### config.mk
export PLATFORM = sky130hd
export DESIGN_NAME = ean13_barcode_encoder
export DESIGN_NICKNAME = d
export VERILOG_FILES = /design/src/rtl/core/ean13_pkg.sv /design/src/rtl/core/ean13_barcode_encoder.sv
export SDC_FILE = /design/constraint.sdc
export NUM_CORES = 1
export LEC_CHECK = 0
export BUFFER_PORTS_ARGS = -buffer_cell sky130_fd_sc_hd__buf_4
export CORE_ASPECT_RATIO = 1.75
export CORE_MARGIN = 10
export CORE_UTILIZATION = 52
export CTS_BUF_LIST = sky130_fd_sc_hd__clkbuf_8
export DETAILED_ROUTE_END_ITERATION = 10
export PLACE_DENSITY = 0.79
export SLEW_MARGIN = 15
export SYNTH_ARGS = -nofsm -noshare
export SYNTH_HDL_FRONTEND = slang
export SYNTH_SLANG_ARGS = --single-unit
### constraint.sdc
create_clock -name clk -period 9.03 [get_ports clk]
set_clock_uncertainty 0.15 [all_clocks]
set_input_delay 1.806 -clock clk [delete_from_list [all_inputs] [get_ports clk]]
set_output_delay 1.806 -clock clk [all_outputs]
set_load 0.01 [all_outputs]
### src/rtl/core/ean13_pkg.sv
// ----------------------------------------------------------------------------
// ean13_pkg
// types, constants and symbol tables shared by the ean-13 encoder and checker
// ----------------------------------------------------------------------------
package ean13_pkg;

	localparam int CODE_LEN    = 13;
	localparam int CHUNK_BITS  = 48;
	localparam int NUM_MODULES = 95;
	localparam int CNT_SAT     = 14;

	// result status codes
	typedef enum logic [1:0] {
		ST_OK        = 2'd0,
		ST_BAD_CHAR  = 2'd1,
		ST_BAD_LEN   = 2'd2,
		ST_BAD_CHECK = 2'd3
	} status_t;

	// input transaction
	typedef struct packed {
		logic [7:0] char_byte;
		logic       final_char;
	} char_t;

	// output transaction
	typedef struct packed {
		status_t                 status;
		logic [CHUNK_BITS-1:0]   module_bits;
		logic                    chunk_index;
		logic                    last_result;
	} result_t;

	// l code, bit 6 is the first module
	function automatic logic [6:0] l_code(input logic [3:0] d);
		logic [6:0] p;
		case (d)
			4'd0: p = 7'h0D;
			4'd1: p = 7'h19;
			4'd2: p = 7'h13;
			4'd3: p = 7'h3D;
			4'd4: p = 7'h23;
			4'd5: p = 7'h31;
			4'd6: p = 7'h2F;
			4'd7: p = 7'h3B;
			4'd8: p = 7'h37;
			4'd9: p = 7'h0B;
			default: p = 7'h00;
		endcase
		return p;
	endfunction

	// g code, bit 6 is the first module
	function automatic logic [6:0] g_code(input logic [3:0] d);
		logic [6:0] p;
		case (d)
			4'd0: p = 7'h27;
			4'd1: p = 7'h33;
			4'd2: p = 7'h1B;
			4'd3: p = 7'h21;
			4'd4: p = 7'h1D;
			4'd5: p = 7'h39;
			4'd6: p = 7'h05;
			4'd7: p = 7'h11;
			4'd8: p = 7'h09;
			4'd9: p = 7'h17;
			default: p = 7'h00;
		endcase
		return p;
	endfunction

	// left-half parity by first digit, bit k set means left digit k is g coded
	function automatic logic [5:0] parity_mask(input logic [3:0] d);
		logic [5:0] p;
		case (d)
			4'd0: p = 6'h00;
			4'd1: p = 6'h34;
			4'd2: p = 6'h2C;
			4'd3: p = 6'h1C;
			4'd4: p = 6'h32;
			4'd5: p = 6'h26;
			4'd6: p = 6'h0E;
			4'd7: p = 6'h2A;
			4'd8: p = 6'h1A;
			4'd9: p = 6'h16;
			default: p = 6'h00;
		endcase
		return p;
	endfunction

	// flip a 7-module symbol so the first module lands on the lowest bit
	function automatic logic [6:0] rev7(input logic [6:0] p);
		logic [6:0] r;
		for (int i = 0; i < 7; i++) begin
			r[i] = p[6-i];
		end
		return r;
	endfunction

	// remainder by ten of an 8-bit sum, by staged conditional subtraction
	function automatic logic [3:0] mod10(input logic [7:0] v);
		logic [7:0] r;
		r = v;
		if (r >= 8'd160) r = r - 8'd160;
		if (r >= 8'd80)  r = r - 8'd80;
		if (r >= 8'd40)  r = r - 8'd40;
		if (r >= 8'd20)  r = r - 8'd20;
		if (r >= 8'd10)  r = r - 8'd10;
		return r[3:0];
	endfunction

endpackage

### src/rtl/core/ean13_barcode_encoder.sv
// ----------------------------------------------------------------------------
// ean13_barcode_encoder
// collects ean-13 characters, validates the code and emits the 95-module pattern
// ----------------------------------------------------------------------------
// a final character passes from the input register to the result register, where its first
// result is offered; a valid code gives two results, the first chunk followed by the second
// chunk once the sink takes the first
// throughput: one character per cycle; a final character waits in the input
// register only while the two-entry result buffer still holds earlier results
// reset: arst_n clears counters, flags and valid bits; the digit store is not reset
module ean13_barcode_encoder (
	input  logic                clk,
	input  logic                arst_n,
	input  logic                char_valid,
	output logic                char_ready,
	input  ean13_pkg::char_t    char_data,
	output logic                res_valid,
	input  logic                res_ready,
	output ean13_pkg::result_t  res_data
);

	// input register
	logic              s1_vld_s1;
	ean13_pkg::char_t  char_s1;

	// code state
	logic [3:0] digit_q [ean13_pkg::CODE_LEN];
	logic [3:0] count_q;
	logic [7:0] sum_q;
	logic       bad_q;

	// result buffer: head result and the pending second chunk
	logic                out_vld_q;
	ean13_pkg::result_t  out_q;
	logic                pend_vld_q;
	ean13_pkg::result_t  pend_q;

	logic       out_free;
	logic       s1_adv;
	logic       load;
	logic       is_digit;
	logic [3:0] cur_digit;
	logic       in_code;
	logic [4:0] term;
	logic [7:0] sum_nxt;
	logic [3:0] count_nxt;
	logic       bad_nxt;
	ean13_pkg::status_t status;
	logic [3:0] dig [ean13_pkg::CODE_LEN];
	logic [5:0] par;
	logic [ean13_pkg::NUM_MODULES-1:0] vec;
	ean13_pkg::result_t res0;
	ean13_pkg::result_t res1;

	// handshake control
	assign out_free   = !out_vld_q || (res_ready && !pend_vld_q);
	assign s1_adv     = s1_vld_s1 && (!char_s1.final_char || out_free);
	assign load       = s1_adv && char_s1.final_char;
	assign char_ready = !s1_vld_s1 || s1_adv;
	assign res_valid  = out_vld_q;
	assign res_data   = out_q;

	// character decode and running sum
	always_comb begin
		is_digit  = (char_s1.char_byte >= 8'h30) && (char_s1.char_byte <= 8'h39);
		cur_digit = 4'(char_s1.char_byte - 8'h30);
		in_code   = count_q < 4'(ean13_pkg::CODE_LEN);
		term      = count_q[0] ? (5'(cur_digit) + {cur_digit, 1'b0}) : 5'(cur_digit);
		sum_nxt   = sum_q;
		bad_nxt   = bad_q;
		if (in_code) begin
			if (is_digit) begin
				sum_nxt = sum_q + 8'(term);
			end else begin
				bad_nxt = 1'b1;
			end
		end
		count_nxt = (count_q < 4'(ean13_pkg::CNT_SAT)) ? count_q + 4'd1 : count_q;
	end

	// status with error priority
	always_comb begin
		if (bad_nxt) begin
			status = ean13_pkg::ST_BAD_CHAR;
		end else if (count_nxt != 4'(ean13_pkg::CODE_LEN)) begin
			status = ean13_pkg::ST_BAD_LEN;
		end else if (ean13_pkg::mod10(sum_nxt) != 4'd0) begin
			status = ean13_pkg::ST_BAD_CHECK;
		end else begin
			status = ean13_pkg::ST_OK;
		end
	end

	// module pattern; the thirteenth digit comes straight from the input register
	always_comb begin
		for (int i = 0; i < ean13_pkg::CODE_LEN - 1; i++) begin
			dig[i] = digit_q[i];
		end
		dig[ean13_pkg::CODE_LEN-1] = cur_digit;
		par = ean13_pkg::parity_mask(dig[0]);
		vec = '0;
		vec[2:0]   = 3'b101;
		vec[49:45] = 5'b01010;
		vec[94:92] = 3'b101;
		for (int k = 0; k < 6; k++) begin
			vec[3+7*k +: 7] = ean13_pkg::rev7(par[k] ? ean13_pkg::g_code(dig[1+k])
			                                         : ean13_pkg::l_code(dig[1+k]));
			vec[50+7*k +: 7] = ean13_pkg::rev7(~ean13_pkg::l_code(dig[7+k]));
		end
	end

	// result words
	always_comb begin
		res0.status      = status;
		res0.chunk_index = 1'b0;
		if (status == ean13_pkg::ST_OK) begin
			res0.module_bits = vec[ean13_pkg::CHUNK_BITS-1:0];
			res0.last_result = 1'b0;
		end else begin
			res0.module_bits = '0;
			res0.last_result = 1'b1;
		end
		res1.status      = ean13_pkg::ST_OK;
		res1.module_bits = {1'b0, vec[ean13_pkg::NUM_MODULES-1:ean13_pkg::CHUNK_BITS]};
		res1.chunk_index = 1'b1;
		res1.last_result = 1'b1;
	end

	// input register
	always_ff @(posedge clk or negedge arst_n) begin
		if (!arst_n) begin
			s1_vld_s1 <= 1'b0;
		end else if (char_ready) begin
			s1_vld_s1 <= char_valid;
		end
	end

	always_ff @(posedge clk) begin
		if (char_ready && char_valid) begin
			char_s1 <= char_data;
		end
	end

	// code state, cleared after every final character
	always_ff @(posedge clk or negedge arst_n) begin
		if (!arst_n) begin
			count_q <= '0;
			sum_q   <= '0;
			bad_q   <= 1'b0;
		end else if (s1_adv) begin
			if (char_s1.final_char) begin
				count_q <= '0;
				sum_q   <= '0;
				bad_q   <= 1'b0;
			end else begin
				count_q <= count_nxt;
				sum_q   <= sum_nxt;
				bad_q   <= bad_nxt;
			end
		end
	end

	// digit store
	always_ff @(posedge clk) begin
		if (s1_adv && in_code && is_digit) begin
			digit_q[count_q] <= cur_digit;
		end
	end

	// result buffer valid bits
	always_ff @(posedge clk or negedge arst_n) begin
		if (!arst_n) begin
			out_vld_q  <= 1'b0;
			pend_vld_q <= 1'b0;
		end else if (load) begin
			out_vld_q  <= 1'b1;
			pend_vld_q <= (status == ean13_pkg::ST_OK);
		end else if (out_vld_q && res_ready) begin
			out_vld_q  <= pend_vld_q;
			pend_vld_q <= 1'b0;
		end
	end

	// result buffer payload
	always_ff @(posedge clk) begin
		if (load) begin
			out_q  <= res0;
			pend_q <= res1;
		end else if (out_vld_q && res_ready && pend_vld_q) begin
			out_q <= pend_q;
		end
	end

endmodule

---- After elaboration in Yosys (flattened, before gate mapping) ----
Memories as Yosys holds them, arrays and structs flattened.
Index checks and enable logic that the tools add are counted.
word-level totals
  flip-flop bits (word level) ............. 119
  bits in writable memories ............... 52
  ROM bits ................................ 1,808
  input bits .............................. 13
  output and inout port bits .............. 54
  logic and storage cells ................. 121
  memories kept ........................... 20
memories
  name             words  bits a word  rd ports  clocked after Yosys merged registers in  write ports  RTL line         RTL
  (no name shown)  16     6            1         0                                        0            ean13_pkg.sv:56  case (d)
  (no name shown)  16     6            1         0                                        0            ean13_pkg.sv:37  case (d)
  (no name shown)  16     6            1         0                                        0            ean13_pkg.sv:37
  (no name shown)  16     6            1         0                                        0            ean13_pkg.sv:56
  (no name shown)  16     6            1         0                                        0            ean13_pkg.sv:37
  (no name shown)  16     6            1         0                                        0            ean13_pkg.sv:37
  +14 memories     n/a    n/a          n/a       n/a                                      n/a          n/a
cells by class
  add/subtract/negate cells ............... 9
  magnitude comparators ................... 9
  equality and inequality tests ........... 1
  mux-type cells .......................... 43
  bitwise operators ....................... 6
  reductions and logical operators ........ 20
operator list
  cell                 count
  $mux 8               15
  $mux 52              2
  $mux 47              1
  $mux 7               6
  $not 7->7            6
  $mux 4               5
  $ge 8x6->1 const B   2
  $mux 1               10
  $logic_and 1x1->1    9
  $add 8x5->8          1
  $ge 8x4->1 const B   1
  $ge 8x5->1 const B   1
  $ge 8x7->1 const B   1
  $ge 8x8->1 const B   1
  $le 8x6->1 const B   1
  $lt 4x4->1 const B   2
  $sub 8x5->8 const B  1
  $sub 8x6->8 const B  1
  $sub 8x7->8 const B  1
  $sub 8x8->8 const B  1
  $mux 2               3
  $add 4x5->5          1
  $mux 5               1
  $add 4x1->4 const B  1
  8 further kinds      14

---- Longest topological paths before layout ----
Gate-level depths: netlist of the first run.
  word-level depth ........................ 33
  gate-level depth with buffers ........... 22
  mapped depth without buffers ............ 20

---- Least setup slack after synthesis of the first run ----
Ideal clock, no wire load.
  path kind ............................... register -> register
  from .................................... register char_s1[2] (netlist bit)
  to ...................................... register out_q, in the netlist res_data[0] (data pin)
  library setup time ...................... 261 ps
  arrival time ............................ 4,844 ps
  slack ................................... 3,774 ps
  stages on the path, launching flop included .. 22
  buffers on the path ..................... 2
  period minus slack after synthesis ...... 5,256 ps
  cell sequence ........................... edfxtp_1 -> ha_1 -> fa_1 -> xnor2_1 -> a21oi_1 -> ha_1 -> nand3_1 -> o22ai_1 -> o211ai_2 -> xnor2_2 -> inv_2 -> ha_1 -> nor2b_1 -> nand2_1 -> a311oi_1 -> nor2_1 -> mux2_2 -> a211oi_2 -> o2111ai_2 -> buf_6 -> buf_12 -> and2_4
between the ends
  word-level cells in the longest chain between the ends .. 33
  elaborated cells between the ends (all ways) .. 43
  classes of those cells .................. 8 x add/sub; 7 x order compare; 25 x mux; 3 x reduce/logical
ends and longest elaborated chain
  item                                              RTL line                      RTL
  start: declaration                                ean13_barcode_encoder.sv:24   ean13_pkg::char_t char_s1;
  start signal: assignment                          ean13_barcode_encoder.sv:140  char_s1 <= char_data;
  $sub 4x1->4                                       ean13_barcode_encoder.sv:66   cur_digit = 4'(char_s1.char_byte - 8'h30);
  $add 4x5->5                                       ean13_barcode_encoder.sv:68   term = count_q[0] ? (5'(cur_digit) + {cur_digit, 1'b0}) : 5'(cur_digit);
  $mux 5                                            ean13_barcode_encoder.sv:68
  $add 8x5->8                                       ean13_barcode_encoder.sv:73   sum_nxt = sum_q + 8'(term);
  $mux 8                                            ean13_barcode_encoder.sv:72   if (is_digit) begin
  $mux 8                                            ean13_barcode_encoder.sv:71   if (in_code) begin
  $sub 8x8->8 / $ge 8x8->1 (equally long branches)  ean13_pkg.sv:104              if (r >= 8'd160) r = r - 8'd160;
  $mux 8                                            ean13_pkg.sv:104
  (+17 left out)                                    n/a
  $mux 4                                            ean13_barcode_encoder.sv:83   if (bad_nxt) begin
  $reduce_bool 4->1                                 ean13_barcode_encoder.sv:87   end else if (ean13_pkg::mod10(sum_nxt) != 4'd0) begin
  $mux 2                                            ean13_barcode_encoder.sv:87
  $mux 2                                            ean13_barcode_encoder.sv:85   end else if (count_nxt != 4'(ean13_pkg::CODE_LEN)) begin
  $mux 2 *                                          ean13_barcode_encoder.sv:83
  $logic_not 2->1 *                                 ean13_barcode_encoder.sv:116  if (status == ean13_pkg::ST_OK) begin
  $mux 1 *                                          ean13_barcode_encoder.sv:116
  $mux 52 *                                         ean13_barcode_encoder.sv:186  if (load) begin
  end signal: assignment                            ean13_barcode_encoder.sv:187  out_q <= res0;
  end signal: assignment                            ean13_barcode_encoder.sv:190  out_q <= pend_q;
  end: declaration                                  ean13_barcode_encoder.sv:34   ean13_pkg::result_t out_q;
Every way passes the cells marked *; elsewhere a longest branch is shown, timed or not. The select of a mux whose other input is x is not followed.
A chain may end at the register's enable or synchronous reset.

---- Worst setup path in the final report of the first run ----
  from .................................... register char_s1[4] (netlist bit)
  to ...................................... register out_q, in the netlist res_data[25] (data pin)
between the ends
  word-level cells in the longest chain between the ends .. 33
  elaborated cells between the ends (all ways) .. 43
  classes of those cells .................. 8 x add/sub; 7 x order compare; 25 x mux; 3 x reduce/logical
ends and longest elaborated chain
  item                                              RTL line
  $sub 4x1->4                                       ean13_barcode_encoder.sv:66
  $add 4x5->5                                       ean13_barcode_encoder.sv:68
  $mux 5                                            ean13_barcode_encoder.sv:68
  $add 8x5->8                                       ean13_barcode_encoder.sv:73
  $mux 8                                            ean13_barcode_encoder.sv:72
  $mux 8                                            ean13_barcode_encoder.sv:71
  $sub 8x8->8 / $ge 8x8->1 (equally long branches)  ean13_pkg.sv:104
  $mux 8                                            ean13_pkg.sv:104
  (+17 left out)                                    n/a
  $mux 4                                            ean13_barcode_encoder.sv:83
  $reduce_bool 4->1                                 ean13_barcode_encoder.sv:87
  $mux 2                                            ean13_barcode_encoder.sv:87
  $mux 2                                            ean13_barcode_encoder.sv:85
  $mux 2 *                                          ean13_barcode_encoder.sv:83
  $logic_not 2->1 *                                 ean13_barcode_encoder.sv:116
  $mux 47 *                                         ean13_barcode_encoder.sv:116
  $mux 52 *                                         ean13_barcode_encoder.sv:186
Marked as above.

==> impl_metrics.tcl, run 1 <==
set metrics [dict create \
    outcome "finished clean" \
    crit_fanout 39 \
    p_clk_frac 0.338 \
    worst_r2r_endpoint "res_data[25]$_DFFE_PP_" \
    hold_buffers 0 \
    yosysWarnings 0 \
    maxSlewViolCount 0 \
    rrSetupSlack_ns 2.93 \
    n_antenna_cell 0 \
    gp_congestion 0.881 \
    ys.flop_type "edfxtp_1" \
    place_hpwl_um 15300 \
    worstReg2RegStart "char_s1[4]$_DFFE_PP_" \
    die_w_um 125 \
    grt_usage 0.158 \
    fin_crit_ns 6.10 \
    ys_seq_area_frac 0.470 \
    path_clk_slew_ns 0.09 \
    cts_buffers 17 \
    instances_no_fill 1284 \
    clock_path_buffers 2 \
    synthCells 998 \
    final_common_cell "edfxtp_1" \
    ys_async_sr_fraction 0.0988 \
    portBuffers 63 \
    overflow 0 \
    wire_per_inst_um 16.1 \
    fmax_mhz 164 \
    vias 7291 \
    reg2regPathDepth 21 \
    drv_cap 0 \
    setup-violations-final 0 \
    clockRootBuffer "clkbuf_8" \
    grt_pass1_vias 7171 \
    ant_nets 0 \
    coreArea_um2 19000 \
    htreeDepth 4 \
    dieArea_um2 25500 \
    first_pass_iters 5 \
    p_per_area_nw_per_um2 134 \
    cts_resized 0 \
    row_count 67 \
    cts_setup_buffers 0 \
    arrival_ns 6.12 \
    final_cell_mix "139 x edfxtp_1, 115 x o21ai_0, 107 x ha_1" \
    ioPinCount 67 \
    fillers 1594 \
    swShare 0.251 \
    drive_gt1_frac 0.137 \
    start_kind "register" \
    cp_slowest_cell "edfxtp_1" \
    grt_pass1_wl_um 33500 \
    p_switching_uw 370 \
    dpl.cell_count 1252 \
    criticalPathCategory "register to register" \
    clock_latency_ns 0.47 \
    cts_tree "yes" \
    pwr-share-seq 0.583 \
    routed_wl_um 20600 \
    dieHeight_um 204 \
    rsz0062_at_grt "false" \
    syn-cell-area_um2 10000 \
    synth_edf_count 139 \
    combPwrFrac 0.079 \
    drt_iter0_markers 410 \
    path_common_cell "ha_1" \
    min_path_cells 1 \
    worstHoldPathType "register to register" \
    nets 1152 \
    syn_area_per_cell_um2 10.0 \
    cpPeakStageDelay_ns 0.75 \
    antenna_found_initial 0 \
    area_growth_pct 9.23 \
    grt_max_degree 48 \
    ys_ff_latch 162 \
    vdd_ir_drop_max_v 0.0000822 \
    worst_pin_slew_ns 1.09 \
    leakagePower_uw 0.00433 \
    maxSlewHeadroom 0.265 \
    crit_chain "inv_1 -> ha_1 -> a21oi_1 -> xnor2_1 -> nor2_1 -> ha_1 -> nand3_1 -> o22ai_1 -> o211ai_2 -> xnor2_2 -> inv_2 -> ha_1 -> nor2b_1 -> nand2_1 -> a311oi_1 -> o21bai_1 -> mux2i_1 -> o211a_1 -> o2111ai_2 -> buf_4 -> o21ai_0" \
    required_ns 9.06 \
    dpl_cell_area_um2 10600 \
    hold_viol_final 0 \
    clock_sinks 162 \
    min_to "pend_q[44]$_DFFE_PP_" \
    finalCritPeriodShare 0.675 \
    ys_types 77 \
    initial_core_util 0.527 \
    fin_area_um2 11000 \
    internal-power_uw 1100 \
    finalSetupTns_ns 0 \
    vias_per_cell 5.68 \
    drc 0 \
    endpoint_kind "register" \
]
-- routing by layer --
layer | global-route usage | vias up | wire length (um)
met1 | 0.143 | 3465 | 7460
met5 | 0 | - | 0
met2 | 0.314 | 180 | 11700
li1 | - | 3590 | -
met3 | 0.0275 | 56 | 676
met4 | 0.0974 | 0 | 818
-- how the worst max path moves through the flow --
stage	from	end	slack, ns	cells past startpoint
6_report	char_s1[4]$_DFFE_PP_	res_data[25]$_DFFE_PP_	2.93	21
5_1_grt	char_s1[4]$_DFFE_PP_	res_data[13]$_DFFE_PP_	2.46	21
4_1_cts	char_s1[4]$_DFFE_PP_	res_data[25]$_DFFE_PP_	2.99	21
3_5_place_dp	char_s1[3]$_DFFE_PP_	res_data[25]$_DFFE_PP_	2.98	21
3_3_place_gp	char_s1[3]$_DFFE_PP_	res_data[11]$_DFFE_PP_	3.21	21
2_1_floorplan	char_s1[2]$_DFFE_PP_	res_data[0]$_DFFE_PP_	3.77	21
-- logic make-up after synthesis --
logic type               count (synthesis)  synth area share
flip-flops                             162             0.470
XOR/XNOR                                 9            0.0105
multiplexers                            15            0.0157
adder cells (fa/ha/maj)                109             0.138
AND/OR/NAND/NOR                        283             0.132
buffers and inverters                  120            0.0504
AO/OA/AOI/OAI                          299             0.183
other                                    1          0.000374
-- state kept, by name, summed over array words and instances, names as in the netlist, named ones only --
name        count
digit_q        48
pend_vld_q      1
sum_q           8
res_data       47
pend_q         36
count_q         4
res_valid       1
char_s1         9
bad_q           1
s1_vld_s1       1
-- synthesized netlist by cell type, types with 3 or more instances --
master | number | share of area
a21oi_1 | 75 | 0.037
dfxtp_1 | 7 | 0.014
o21ai_2 | 7 | 0.0061
nor2b_1 | 14 | 0.0087
or2_2 | 11 | 0.0069
xnor2_1 | 5 | 0.0044
o22ai_1 | 10 | 0.0062
nor4_1 | 4 | 0.0025
o31ai_1 | 4 | 0.0030
mux2_2 | 6 | 0.0067
a21boi_0 | 3 | 0.0022
o21bai_1 | 3 | 0.0022
or3_1 | 3 | 0.0019
nor2_1 | 74 | 0.028
buf_4 | 5 | 0.0037
clkbuf_2 | 4 | 0.0020
nand3_1 | 13 | 0.0065
inv_1 | 61 | 0.023
nand2b_1 | 13 | 0.0081
o22a_1 | 7 | 0.0061
buf_2 | 3 | 0.0015
clkbuf_1 | 42 | 0.016
a41oi_1 | 5 | 0.0044
a211oi_1 | 10 | 0.0075
a31oi_1 | 7 | 0.0044
a311oi_1 | 3 | 0.0026
o21a_1 | 17 | 0.013
nand2_1 | 102 | 0.038
a211o_1 | 3 | 0.0026
o211ai_1 | 7 | 0.0052
nor3_1 | 13 | 0.0065
ha_1 | 107 | 0.13
and2_1 | 20 | 0.012
mux2i_1 | 9 | 0.0090
o21ai_0 | 115 | 0.057
edfxtp_1 | 139 | 0.42
dfrtp_1 | 16 | 0.040
-- through the flow --
| step | total power, uW | hold WS [ns] | utilization | setup WS, ns |
|---|---|---|---|---|
| detailed placement | 993 | 0.271 | 0.556 | 2.98 |
| global placement | 988 | 0.263 | 0.556 | 3.21 |
| CTS | 1480 | 0.290 | 0.576 | 2.99 |
| global route | 1530 | 0.300 | 0.576 | 2.46 |
| floorplan | 946 | 0.263 | - | 3.77 |
| finish | 1470 | 0.289 | 0.576 | 2.93 |
-- power by group through the flow --
stage          clock, uW  sequential, uW  combinational [uW]
2_1_floorplan          0             874                72.4
3_5_place_dp           0             876                 117
5_1_grt              534             863                 130
3_3_place_gp           0             875                 113
4_1_cts              509             859                 117
6_report             498             859                 116
-- critical path, delay by kind of cell (launching register included) --
family | cells | cell delay (ns)
AOI/OAI and AO/OA | 8 | 1.74
xor gates and xnor gates | 2 | 0.52
DFF | 1 | 0.75
muxes | 1 | 0.17
and+or+nand+nor | 4 | 0.54
buffers and inverters | 3 | 0.78
adders and majority gates | 3 | 1.13
-- final cells by class --
cell class | count | area (um2) | share of cell area
Multi-Input combinational cell | 718 | 4820 | 0.440
Clock inverter | 15 | 136 | 0.0125
Sequential cell | 162 | 4710 | 0.430
Clock buffer | 17 | 234 | 0.0214
Inverter | 63 | 236 | 0.0216
Timing Repair Buffer | 68 | 510 | 0.0466
Tap cell | 241 | 302 | 0.0275
Power figures use the tool's default switching activity.
==> run 2, diff against run 1 <==
Clock period 9.03 ns to 6.3 ns, I/O delays scaled along.
==> run 2 against run 1 <==
First-iteration DRC count is 7.6% higher. Sequential power up 43%. Worst hold slack got worse by 0.0069 ns. Sequential share of layout area shrank 0.15 points. Total power up 43%. Clock power is 41% higher. Count of clock-buffer cells in the layout increased by 2. Final cell count is 0.31% higher. Largest power group unchanged. Core utilization increased by 0.20 points. Register-to-register slack lost 2.3 ns.
==> impl_metrics.tcl, run 2 (same netlist as run 1, synthesis figures left out) <==
set metrics [dict create \
    coreArea_um2 19000 \
    grt_pass1_wl_um 33900 \
    htreeDepth 4 \
    hold_viol_final 0 \
    final_common_cell "edfxtp_1" \
    antenna_found_initial 0 \
    routed_wl_um 20900 \
    criticalPathCategory "register to register" \
    place_hpwl_um 15400 \
    clock_path_buffers 2 \
    gp_congestion 0.906 \
    critPathBufInv 2 \
    finalCritPeriodShare 0.896 \
    start_kind "register" \
    grt_pass1_vias 7292 \
    worstReg2RegStart "char_s1[1]$_DFFE_PP_" \
    dieHeight_um 204 \
    overflow 0 \
    cpPeakStageDelay_ns 0.50 \
    startpoint "char_s1[1]$_DFFE_PP_" \
    fmax_mhz 177 \
    setup_ws_ns 0.654 \
    maxSlewHeadroom 0.239 \
    area_growth_pct 9.62 \
    setup-violations-final 0 \
    clockRootBuffer "clkbuf_8" \
    outcome "finished clean" \
    grt_usage 0.161 \
    required_ns 6.44 \
    reg2regPathDepth 20 \
    die_w_um 125 \
    dieArea_um2 25500 \
    top_register "digit_q" \
    cts_buffers 17 \
    crit_family "compound AO/OA/AOI/OAI gates" \
    vdd_ir_drop_max_v 0.000116 \
    crit_chain "ha_1 -> fa_1 -> xnor2_1 -> a21oi_1 -> ha_1 -> nor2_1 -> a211oi_2 -> o2111ai_2 -> xnor2_4 -> inv_2 -> ha_1 -> nor2b_1 -> nand2_1 -> a311oi_1 -> nor2_1 -> mux2_2 -> a211oi_2 -> o2111ai_2 -> buf_12 -> o21ai_0" \
    nets 1156 \
    fin_crit_ns 5.65 \
    crit_fanout 39 \
    leakagePower_uw 0.00438 \
    clock_latency_ns 0.46 \
    largest_reg_flops 48 \
    row_count 67 \
    n_antenna_cell 0 \
    min_path_cells 1 \
    path_depth 20 \
    drt_iter0_markers 441 \
    vias 7304 \
    final_cell_mix "139 x edfxtp_1, 115 x o21ai_0, 107 x ha_1" \
    initial_core_util 0.527 \
    maxSlewViolCount 0 \
    arrival_ns 5.78 \
    wire_per_inst_um 16.2 \
    instances_no_fill 1288 \
    p_per_area_nw_per_um2 191 \
    endpoint_kind "register" \
    finalSetupTns_ns 0 \
    path_common_cell "ha_1" \
    grt_max_degree 48 \
    ant_nets 0 \
    rsz0062_at_grt "false" \
    drc 0 \
    portBuffers 63 \
    dpl.cell_count 1255 \
    clock_sinks 162 \
    first_pass_iters 5 \
    drv_cap 0 \
    ioPinCount 67 \
    drive_gt1_frac 0.139 \
    post-place-ws_ns 0.447 \
    cts_tree "yes" \
    cp_slowest_cell "edfxtp_1" \
    path_clk_slew_ns 0.09 \
    worst_pin_slew_ns 1.13 \
    worstHoldPathType "register to register" \
    vias_per_cell 5.67 \
]
-- run 2: changes by cell type in the layout (fill, tap and decap cells not counted), sizes merged --
cell      previous run  this run
buf                 68        72
clkbuf              17        19
clkinv               6         3
clkinvlp             3         0
inv                 68        72
-- run 2: cell type report --
class	instances	area [um2]
tap	241	302
multi-input combinational	718	4830
sequential	162	4710
fill	1585	8040
timing repair buffer	72	553
clock buffer	19	262
clock inverter	13	93.8
inverter	63	236
-- run 2: routing by layer --
metal | track usage | vias to the layer above | share of wire
met5 | 0 | - | 0
met4 | 0.0846 | 0 | 0.034
met3 | 0.0359 | 56 | 0.039
met2 | 0.318 | 183 | 0.57
met1 | 0.146 | 3471 | 0.35
li1 | - | 3594 | -
-- run 2: final timing paths --
kind                                           to  slack, ns
max in group asynchronous  pend_vld_q$_DFFE_PN0P_       5.30
max reg2reg                 res_data[7]$_DFFE_PP_       0.65
min in group asynchronous   s1_vld_s1$_DFFE_PN0N_       0.50
min reg2reg                  pend_q[45]$_DFFE_PP_       0.28
max                         res_data[7]$_DFFE_PP_       0.65
min                          pend_q[45]$_DFFE_PP_       0.28
-- run 2: stage by stage --
step	hold slack (ns)	utilization	power, uW	instance area, um2
6_report	0.282	0.578	2100	11000
5_1_grt	0.293	0.578	2190	11000
4_1_cts	0.283	0.577	2120	11000
3_5_place_dp	0.267	0.558	1430	10600
3_3_place_gp	0.263	0.558	1420	10600
2_1_floorplan	0.263	-	1360	10000
-- run 2: repair_timing --
action | 4_1_cts | 5_1_grt
hold buffers | 0 | 0
resized for setup | 0 | 1
buffers inserted | 0 | 1
setup endpoints to repair | 0 | 2
-- run 2: where the power goes --
part	switching [uW]	internal, uW
clock	376	327
sequential	22.4	1200
combinational	110	64.7
total	508	1600
